**config.mk**
```make
export PLATFORM = sky130hd
export DESIGN_NAME = sha1_byte_stream_hasher_top
export DESIGN_NICKNAME = d
export VERILOG_FILES = /design/src/hdl/sha1h_pkg.sv /design/src/hdl/sha1_byte_stream_hasher_top.sv /design/src/hdl/sha1h_front.sv /design/src/hdl/sha1h_back.sv
export SDC_FILE = /design/constraint.sdc
export NUM_CORES = 2
export LEC_CHECK = 0
export ABC_AREA = 1
export BUFFER_PORTS_ARGS = -buffer_cell sky130_fd_sc_hd__buf_2
export CORE_UTILIZATION = 37
export DETAILED_ROUTE_END_ITERATION = 12
export PLACE_DENSITY = 0.58
export SYNTH_ARGS = -nofsm -noshare
export SYNTH_HDL_FRONTEND = slang
export SYNTH_SLANG_ARGS = --single-unit
export TNS_END_PERCENT = 20
```
**constraint.sdc**
```tcl
create_clock -name clock -period 7.09 [get_ports clock]
set_clock_uncertainty 0.05 [all_clocks]
set_input_delay 0.3545 -clock clock [delete_from_list [all_inputs] [get_ports clock]]
set_output_delay 0.3545 -clock clock [all_outputs]
set_load 0.01 [all_outputs]
```
**src/hdl/sha1h_pkg.sv**
```systemverilog
package sha1h_pkg;

   // request queue between the front and the back part (depth is a power of two)
   localparam int QueueDepth = 4;
   localparam int QueuePtrW  = $clog2(QueueDepth);

   // digest layout
   localparam int DigestWords = 5;
   localparam logic [2:0] LAST_WORD_INDEX = 3'(DigestWords - 1);

   // compression schedule
   localparam logic [6:0] LAST_ROUND = 7'd79;

   typedef logic [31:0] word_type;
   typedef logic [1:0]  cmd_type;

   // request command codes
   localparam cmd_type CMD_ABSORB  = 2'd0;
   localparam cmd_type CMD_FINISH  = 2'd1;
   localparam cmd_type CMD_RESTART = 2'd2;

   // round constants
   localparam word_type K_ROUND0 = 32'h5a827999;
   localparam word_type K_ROUND1 = 32'h6ed9eba1;
   localparam word_type K_ROUND2 = 32'h8f1bbcdc;
   localparam word_type K_ROUND3 = 32'hca62c1d6;

   // initial chaining value
   localparam word_type INIT_VEC [DigestWords] = '{
      32'h67452301, 32'hefcdab89, 32'h98badcfe, 32'h10325476, 32'hc3d2e1f0
   };

   // padding marker byte
   localparam logic [7:0] PAD_MARKER = 8'h80;

   // head of the request queue as seen by the back part
   typedef struct packed {
      logic       valid;
      cmd_type    cmd;
      logic [7:0] data;
   } queue_item_type;

endpackage

```
**src/hdl/sha1_byte_stream_hasher_top.sv**
```systemverilog
// SHA-1 hasher fed one byte per request.
// Request channel (req_valid/req_ready): req_cmd absorb takes req_data_byte,
// finish pads the message and returns the digest, restart drops the running
// hash; command code 3 is taken and ignored. Requests enter a four-deep queue,
// so req_ready stays high until that queue is full.
// Response channel (rsp_valid/rsp_ready): a finish yields five responses,
// rsp_word_index 0 to 4, most significant digest word first, rsp_last_word
// high on the fifth. The hash then starts over from the initial vector.
// Timing: every 64th absorbed byte adds the compression, 80 rounds at one
// round per cycle followed by a fold step. A finish writes the padding one
// byte a cycle, runs one or two compressions, then offers one digest word
// per cycle while the receiver is ready. During a compression the back end
// takes no bytes; requests wait in the queue.
// A stalled receiver holds the current word in the output register and the
// back end waits; requests keep filling the queue until it is full.
// Reset (synchronous, active high) empties the queue, drops any pending
// response and restores the initial chaining value and a zero byte count.
module sha1_byte_stream_hasher_top (
   input  logic                clock,
   input  logic                reset,
   input  logic                req_valid,
   output logic                req_ready,
   input  sha1h_pkg::cmd_type  req_cmd,
   input  logic [7:0]          req_data_byte,
   output logic                rsp_valid,
   input  logic                rsp_ready,
   output logic [31:0]         rsp_digest_word,
   output logic [2:0]          rsp_word_index,
   output logic                rsp_last_word
);
   import sha1h_pkg::*;

   queue_item_type head;
   logic           pop;

   // front: accept and classify requests into the queue
   sha1h_front u_front (
      .clock         (clock),
      .reset         (reset),
      .req_valid     (req_valid),
      .req_ready     (req_ready),
      .req_cmd       (req_cmd),
      .req_data_byte (req_data_byte),
      .head          (head),
      .pop           (pop)
   );

   // back: buffer, padding, compression and digest output
   sha1h_back u_back (
      .clock           (clock),
      .reset           (reset),
      .head            (head),
      .pop             (pop),
      .rsp_valid       (rsp_valid),
      .rsp_ready       (rsp_ready),
      .rsp_digest_word (rsp_digest_word),
      .rsp_word_index  (rsp_word_index),
      .rsp_last_word   (rsp_last_word)
   );

endmodule

```
**src/hdl/sha1h_front.sv**
```systemverilog
module sha1h_front (
   input  logic                     clock,
   input  logic                     reset,
   input  logic                     req_valid,
   output logic                     req_ready,
   input  sha1h_pkg::cmd_type       req_cmd,
   input  logic [7:0]               req_data_byte,
   output sha1h_pkg::queue_item_type head,
   input  logic                     pop
);
   import sha1h_pkg::*;

   typedef struct packed {
      cmd_type    cmd;
      logic [7:0] data;
   } entry_type;

   localparam logic [QueuePtrW:0] FULL_COUNT = (QueuePtrW + 1)'(QueueDepth);

   entry_type              entry_ff [QueueDepth];
   logic [QueuePtrW-1:0]   wr_ptr_ff, wr_ptr_in;
   logic [QueuePtrW-1:0]   rd_ptr_ff, rd_ptr_in;
   logic [QueuePtrW:0]     count_ff, count_in;
   logic                   known_cmd;
   logic                   push;
   logic                   do_pop;

   // classify: unused command codes are taken and dropped
   assign known_cmd = (req_cmd == CMD_ABSORB) || (req_cmd == CMD_FINISH) ||
                      (req_cmd == CMD_RESTART);
   assign req_ready = (count_ff != FULL_COUNT);
   assign push      = req_valid && req_ready && known_cmd;
   assign do_pop    = pop && (count_ff != '0);

   // queue head
   assign head.valid = (count_ff != '0);
   assign head.cmd   = entry_ff[rd_ptr_ff].cmd;
   assign head.data  = entry_ff[rd_ptr_ff].data;

   // pointer and fill count update
   always_comb begin
      wr_ptr_in = push   ? wr_ptr_ff + 1'b1 : wr_ptr_ff;
      rd_ptr_in = do_pop ? rd_ptr_ff + 1'b1 : rd_ptr_ff;
      count_in  = count_ff;
      if (push && !do_pop) begin
         count_in = count_ff + 1'b1;
      end else if (do_pop && !push) begin
         count_in = count_ff - 1'b1;
      end
   end

   always_ff @(posedge clock) begin
      if (reset) begin
         wr_ptr_ff <= '0;
         rd_ptr_ff <= '0;
         count_ff  <= '0;
      end else begin
         wr_ptr_ff <= wr_ptr_in;
         rd_ptr_ff <= rd_ptr_in;
         count_ff  <= count_in;
      end
   end

   // queue storage
   always_ff @(posedge clock) begin
      if (push) begin
         entry_ff[wr_ptr_ff] <= '{cmd: req_cmd, data: req_data_byte};
      end
   end

endmodule

```
**src/hdl/sha1h_back.sv**
```systemverilog
module sha1h_back (
   input  logic                     clock,
   input  logic                     reset,
   input  sha1h_pkg::queue_item_type head,
   output logic                     pop,
   output logic                     rsp_valid,
   input  logic                     rsp_ready,
   output logic [31:0]              rsp_digest_word,
   output logic [2:0]               rsp_word_index,
   output logic                     rsp_last_word
);
   import sha1h_pkg::*;

   typedef enum logic [4:0] {
      ST_IDLE  = 5'b00001,
      ST_PAD   = 5'b00010,
      ST_ROUND = 5'b00100,
      ST_FOLD  = 5'b01000,
      ST_EMIT  = 5'b10000
   } state_type;

   state_type   state_ff, state_in;
   logic [60:0] count_ff, count_in;
   logic [6:0]  pos_ff, pos_in;
   logic [6:0]  round_ff, round_in;
   logic        pad_more_ff, pad_more_in;
   logic        final_ff, final_in;
   logic [2:0]  emit_idx_ff, emit_idx_in;
   word_type    chain_ff [DigestWords];
   word_type    chain_in [DigestWords];
   word_type    win_ff [16];
   word_type    win_in [16];
   word_type    a_ff, b_ff, c_ff, d_ff, e_ff;
   word_type    a_in, b_in, c_in, d_in, e_in;
   logic        rsp_valid_ff, rsp_valid_in;
   word_type    rsp_word_ff, rsp_word_in;
   logic [2:0]  rsp_index_ff, rsp_index_in;
   logic        rsp_last_ff, rsp_last_in;

   logic        start_comp;
   logic [63:0] len_bits;
   logic [7:0]  pad_byte;
   word_type    round_f, round_k, round_t, sched_x;

   // padding byte: zeros, then the 64-bit message length, big-endian
   assign len_bits = {count_ff, 3'b000};
   assign pad_byte = (pad_more_ff || !(&pos_ff[5:3])) ? 8'h00
                   : len_bits[{~pos_ff[2:0], 3'b000} +: 8];

   // round function and constant by round group
   always_comb begin
      priority if (round_ff < 7'd20) begin
         round_f = (b_ff & c_ff) | (~b_ff & d_ff);
         round_k = K_ROUND0;
      end else if (round_ff < 7'd40) begin
         round_f = b_ff ^ c_ff ^ d_ff;
         round_k = K_ROUND1;
      end else if (round_ff < 7'd60) begin
         round_f = (b_ff & c_ff) | (b_ff & d_ff) | (c_ff & d_ff);
         round_k = K_ROUND2;
      end else begin
         round_f = b_ff ^ c_ff ^ d_ff;
         round_k = K_ROUND3;
      end
   end

   assign round_t = {a_ff[26:0], a_ff[31:27]} + round_f + e_ff + round_k + win_ff[0];
   assign sched_x = win_ff[13] ^ win_ff[8] ^ win_ff[2] ^ win_ff[0];

   // sequencer
   always_comb begin
      state_in     = state_ff;
      count_in     = count_ff;
      pos_in       = pos_ff;
      round_in     = round_ff;
      pad_more_in  = pad_more_ff;
      final_in     = final_ff;
      emit_idx_in  = emit_idx_ff;
      chain_in     = chain_ff;
      win_in       = win_ff;
      a_in         = a_ff;
      b_in         = b_ff;
      c_in         = c_ff;
      d_in         = d_ff;
      e_in         = e_ff;
      rsp_valid_in = rsp_valid_ff;
      rsp_word_in  = rsp_word_ff;
      rsp_index_in = rsp_index_ff;
      rsp_last_in  = rsp_last_ff;
      pop          = 1'b0;
      start_comp   = 1'b0;

      // result register drains when taken
      if (rsp_valid_ff && rsp_ready) begin
         rsp_valid_in = 1'b0;
      end

      unique case (state_ff)
         ST_IDLE: begin
            if (head.valid) begin
               pop = 1'b1;
               unique case (head.cmd)
                  CMD_ABSORB: begin
                     win_in[count_ff[5:2]][{~count_ff[1:0], 3'b000} +: 8] = head.data;
                     count_in = count_ff + 61'd1;
                     if (&count_ff[5:0]) begin
                        start_comp = 1'b1;
                     end
                  end
                  CMD_FINISH: begin
                     win_in[count_ff[5:2]][{~count_ff[1:0], 3'b000} +: 8] = PAD_MARKER;
                     pos_in      = {1'b0, count_ff[5:0]} + 7'd1;
                     pad_more_in = (count_ff[5:0] >= 6'd56);
                     state_in    = ST_PAD;
                  end
                  CMD_RESTART: begin
                     chain_in = INIT_VEC;
                     count_in = '0;
                  end
                  default: begin
                  end
               endcase
            end
         end
         ST_PAD: begin
            if (pos_ff[6]) begin
               // first of two padding blocks is full
               start_comp = 1'b1;
            end else begin
               win_in[pos_ff[5:2]][{~pos_ff[1:0], 3'b000} +: 8] = pad_byte;
               pos_in = pos_ff + 7'd1;
               if (!pad_more_ff && (&pos_ff[5:0])) begin
                  start_comp = 1'b1;
                  final_in   = 1'b1;
               end
            end
         end
         ST_ROUND: begin
            a_in = round_t;
            b_in = a_ff;
            c_in = {b_ff[1:0], b_ff[31:2]};
            d_in = c_ff;
            e_in = d_ff;
            // sliding message schedule window
            for (int i = 0; i < 15; i++) begin
               win_in[i] = win_ff[i+1];
            end
            win_in[15] = {sched_x[30:0], sched_x[31]};
            round_in = round_ff + 7'd1;
            if (round_ff == LAST_ROUND) begin
               state_in = ST_FOLD;
            end
         end
         ST_FOLD: begin
            chain_in[0] = chain_ff[0] + a_ff;
            chain_in[1] = chain_ff[1] + b_ff;
            chain_in[2] = chain_ff[2] + c_ff;
            chain_in[3] = chain_ff[3] + d_ff;
            chain_in[4] = chain_ff[4] + e_ff;
            priority if (final_ff) begin
               final_in    = 1'b0;
               emit_idx_in = '0;
               state_in    = ST_EMIT;
            end else if (pad_more_ff) begin
               pad_more_in = 1'b0;
               pos_in      = '0;
               state_in    = ST_PAD;
            end else begin
               state_in = ST_IDLE;
            end
         end
         ST_EMIT: begin
            if (!rsp_valid_ff || rsp_ready) begin
               rsp_valid_in = 1'b1;
               rsp_word_in  = chain_ff[emit_idx_ff];
               rsp_index_in = emit_idx_ff;
               rsp_last_in  = (emit_idx_ff == LAST_WORD_INDEX);
               emit_idx_in  = emit_idx_ff + 3'd1;
               if (emit_idx_ff == LAST_WORD_INDEX) begin
                  chain_in = INIT_VEC;
                  count_in = '0;
                  state_in = ST_IDLE;
               end
            end
         end
         default: begin
            state_in = ST_IDLE;
         end
      endcase

      // load working variables at the start of a compression
      if (start_comp) begin
         state_in = ST_ROUND;
         round_in = '0;
         a_in     = chain_ff[0];
         b_in     = chain_ff[1];
         c_in     = chain_ff[2];
         d_in     = chain_ff[3];
         e_in     = chain_ff[4];
      end
   end

   // control state
   always_ff @(posedge clock) begin
      if (reset) begin
         state_ff     <= ST_IDLE;
         count_ff     <= '0;
         pos_ff       <= '0;
         round_ff     <= '0;
         pad_more_ff  <= 1'b0;
         final_ff     <= 1'b0;
         emit_idx_ff  <= '0;
         chain_ff     <= INIT_VEC;
         rsp_valid_ff <= 1'b0;
      end else begin
         state_ff     <= state_in;
         count_ff     <= count_in;
         pos_ff       <= pos_in;
         round_ff     <= round_in;
         pad_more_ff  <= pad_more_in;
         final_ff     <= final_in;
         emit_idx_ff  <= emit_idx_in;
         chain_ff     <= chain_in;
         rsp_valid_ff <= rsp_valid_in;
      end
   end

   // datapath registers
   always_ff @(posedge clock) begin
      win_ff       <= win_in;
      a_ff         <= a_in;
      b_ff         <= b_in;
      c_ff         <= c_in;
      d_ff         <= d_in;
      e_ff         <= e_in;
      rsp_word_ff  <= rsp_word_in;
      rsp_index_ff <= rsp_index_in;
      rsp_last_ff  <= rsp_last_in;
   end

   assign rsp_valid       = rsp_valid_ff;
   assign rsp_digest_word = rsp_word_ff;
   assign rsp_word_index  = rsp_index_ff;
   assign rsp_last_word   = rsp_last_ff;

endmodule

```
==> impl_summary.txt <==
----------------------------------------------------
[Routing]
  Number of routed nets with antenna violations ... 0
  Via count ... 73.8k
  Drt initial violations ... 9,254
  Via-to-Cell Ratio ... 5.83
  First drt pass iteration count ... 6
  Total DRC errors in the routed layout ... 0
  Total wire length ... 315 mm
  Routed wire per std cell ... 24.9 um

[Worst setup path]
  Capture instance of the worst register-to-register path ... u_back.a_ff[15]
  Critical path required time ... 7.57 ns
  Worst Reg2Reg Path Length in Cells ... 19
  Element type at the critical path start ... register
  Worst-path maximum fanout ... 20
  Largest incremental delay on the critical path ... 0.64 ns
  Kind of cell adding the most delay to the critical path ... simple AND/OR/NAND/NOR gates
  Worst reg2reg path startpoint ... u_back.round_ff[5]
  Cell at the slowest stage of the critical path ... inv_1
  Minimum setup slack among reg-to-reg paths ... 0.87 ns
  Data arrival time at the worst-slack endpoint ... 6.69 ns
  Worst setup path category ... reg -> reg
  Worst path bufs/invs ... 2
  Ordered cell list for the critical path ... nand2_1 -> nor2_1 -> nor2_1 -> nand2_1 -> inv_1 -> buf_4 -> o22ai_1 -> nor2_1 -> fa_1 -> fa_1 -> fa_1 -> ha_1 -> a21oi_1 -> nand3_1 -> nand2_1 -> nand3_1 -> or2_2 -> nand3_1 -> o21ai_0
  Worst setup EP type ... register

[STA]
  Final period demand of the worst path ... 6.22 ns
  RSZ-0062 raised after global routing ... no
  Post-route fraction of the period consumed by the critical path ... 0.877
  Worst slack on hold paths ... 0.0235 ns
  Slew headroom ... 0.145
  Maximum clock rate ... 161 MHz
  Transition time of the tightest slew-check pin ... 1.28 ns
  Total negative slack for setup checks ... 0 ns
  Final Slew Violations ... 0
  Endpoints failing hold ... 0
  Final setup viols ... 0
  Post-route worst setup slack ... 0.871 ns

[Yosys]
  Number of synthesized flops with an enable pin ... 748
  Post-synthesis sequential element count ... 1,003
  Number of instances in the synthesized netlist ... 10.1k
  Mapped Avg Cell Area ... 7.30 sq um
  Syn nets ... 10.5k
  Area share of the largest cell type after synthesis ... 0.305
  Synth warnings ... 0
  Most frequent cells after synthesis ... nand2_1 (2,745), inv_1 (1,346), nand3_1 (956), edfxtp_1 (748), nor2_1 (635)
  Top-count cell post-synth ... nand2_1
  Library cell occupying the most area in the post-synthesis netlist ... edfxtp_1
  Most used DFF post-synth ... edfxtp_1
  Share of synthesized registers carrying an async set or reset ... 0
  Part of the Yosys area used for sequential elements ... 0.375
  Number of distinct library cells after synthesis ... 58
  Post-synthesis instance area ... 73,600 sq um
  Leading post-synthesis cells by cell area ... edfxtp_1 (31%), nand2_1 (14%), dfxtp_1 (6.9%)

[Placed design]
  IO Port Bufs ... 51
  Routability congestion estimate from global placement ... 1.04
  Worst slack, placed ... 0.991 ns
  Half-perimeter wire length after detailed placement ... 230 mm

[Run status]
  Status ... complete, no violations

[GRT]
  GRT Util Overall ... 0.307
  Global-route congestion overflow total ... 0
  Number of antenna violations at the first check in global routing ... 7
  Wire length of the first global-routing pass ... 463 mm
  Pin count of the biggest net entering global routing ... 193
  Vias in the first global route ... 69.7k

[Floorplanning]
  Total Die Area ... 201,000 sq um
  Cell row count ... 163
  Die span in x ... 448 um
  Core area ... 197,000 sq um
  Starting density of the core ... 0.373
  Number of I/O pins ... 52
  Die Height ... 448 um

[CTS]
  Max Buffers Root-to-Sink ... 3
  Root Driver ... clkbuf_16
  Clock tree from TritonCTS ... yes
  Level count of the clock H-tree ... 4
  Clock-pin slew of the registers on the worst-case setup and hold paths ... 0.06 ns
  Num CTS Buffers ... 130
  Number of buffers inserted by hold repair at cts ... 11
  Clock network latency to the later pin of the worst-skew pair ... 0.81 ns
  # Post-CTS Setup Buffers ... 0
  CTS Sinks ... 1,003
  Number of resized instances in the post-cts repair step ... 0

[Power and ir drop]
  Share of total power in the clock network ... 0.239
  Flop pwr share ... 0.340
  Fraction of power spent switching nets ... 0.450
  Pwr per Cell Area ... 337 nW/um^2
  LEAKAGE ... 31.3 nW
  Switching power ... 12.1 mW
  Internal cell power ... 14.8 mW
  Post-route total power ... 26.9 mW
  Combinational fraction of design power ... 0.421
  Maximum vdd drop ... 479 uV

[Cells and area]
  Fraction of final layout cells sized beyond drive strength 1 ... 0.0425
  Layout Nets ... 10.3k
  Synthesis-to-finish area growth ... 8.56%

[Hold path]
  Hold path depth ... 2
  Hold Path Class ... in -> reg
  Hold_sp ... reset
  Hold Crit Endpoint ... u_back.count_ff[47]

[Run]
  Max-cap violations ... 0

----------------------------------------------------
## layer usage
metal | up-vias | track usage | wire length [um]
met3 | 788 | 0.0465 | 24800
met2 | 3755 | 0.478 | 139000
met1 | 35353 | 0.394 | 126000
met5 | - | 0 | 38
li1 | 33868 | - | -
met4 | 6 | 0.209 | 24800
## cell families after synthesis
group                      Yosys count  share of synthesized area
xor gates and xnor gates           130                     0.0155
and+or+nand+nor                   4684                      0.267
AOI/OAI and AO/OA                 2084                      0.170
buffers and inverters             1811                     0.0982
adders and majority gates          363                     0.0745
DFF                               1003                      0.375
## how the worst max path moves through the flow
stage	startpoint	to	slack, ns	cells after the start
final	u_back.round_ff[5]	u_back.a_ff[15]	0.87	19
after floorplan	u_back.count_ff[0]	u_back.a_ff[0]	1.34	12
after CTS	u_back.round_ff[5]	u_back.a_ff[28]	0.97	21
after global placement	u_back.round_ff[5]	u_back.a_ff[30]	1.00	23
after detailed placement	u_back.round_ff[5]	u_back.a_ff[28]	0.99	21
after global routing	u_back.round_ff[4]	u_back.a_ff[17]	0.56	23
## cells in the final DEF (no fill, tap or decap), types with 11 or more instances in the layout
cell           instances
a21oi_1              613
a31oi_1               70
a32oi_1               19
buf_2                 50
buf_4                 70
clkbuf_1              47
clkbuf_16            132
clkinv_1              21
clkinv_2              12
dfxtp_1              254
dlygate4sd3_1         11
edfxtp_1             748
fa_1                 125
ha_1                 238
inv_1               1345
inv_2                 16
nand2_1             2744
nand2_2               24
nand3_1              956
nand3b_1              20
nand4_1              101
nor2_1               634
nor2_2                24
nor3_1               100
o211ai_1             425
o21ai_0              362
o21ai_1               64
o21bai_1              31
o22ai_1              419
o311ai_0              13
or2_2                 30
xnor2_1               60
xor2_1                70
## area by class of cell
class / count / area, sq um
fillers: 20732 / 118000
inverters: 1377 / 5190
clock inverters: 38 / 322
repair buffers: 138 / 1020
well taps: 2640 / 3300
diodes: 2 / 5.00
flip-flops and latches: 1003 / 27600
multi-input cells: 7261 / 38900
clock buffers: 188 / 3600
## stage by stage
| stage | instances | util | instance area (sq um) |
|---|---|---|---|
| 2_1_floorplan | 10075 | - | 73600 |
| 3_3_place_gp | 12408 | 0.384 | 75900 |
| 3_5_place_dp | 12408 | 0.384 | 75900 |
| 4_1_cts | 12645 | 0.405 | 79900 |
| 5_1_grt | 12645 | 0.405 | 79900 |
| 6_report | 12647 | 0.405 | 79900 |
## power groups by stage
stage | Clock [mW] | Sequential [mW] | Combinational, mW
4_1_cts | 6.49 | 9.11 | 11.1
5_1_grt | 6.70 | 9.24 | 12.3
3_3_place_gp | 0 | 9.20 | 10.9
6_report | 6.42 | 9.15 | 11.3
3_5_place_dp | 0 | 9.23 | 11.1
2_1_floorplan | 0 | 8.74 | 7.83
Power figures use the tool's default switching activity.
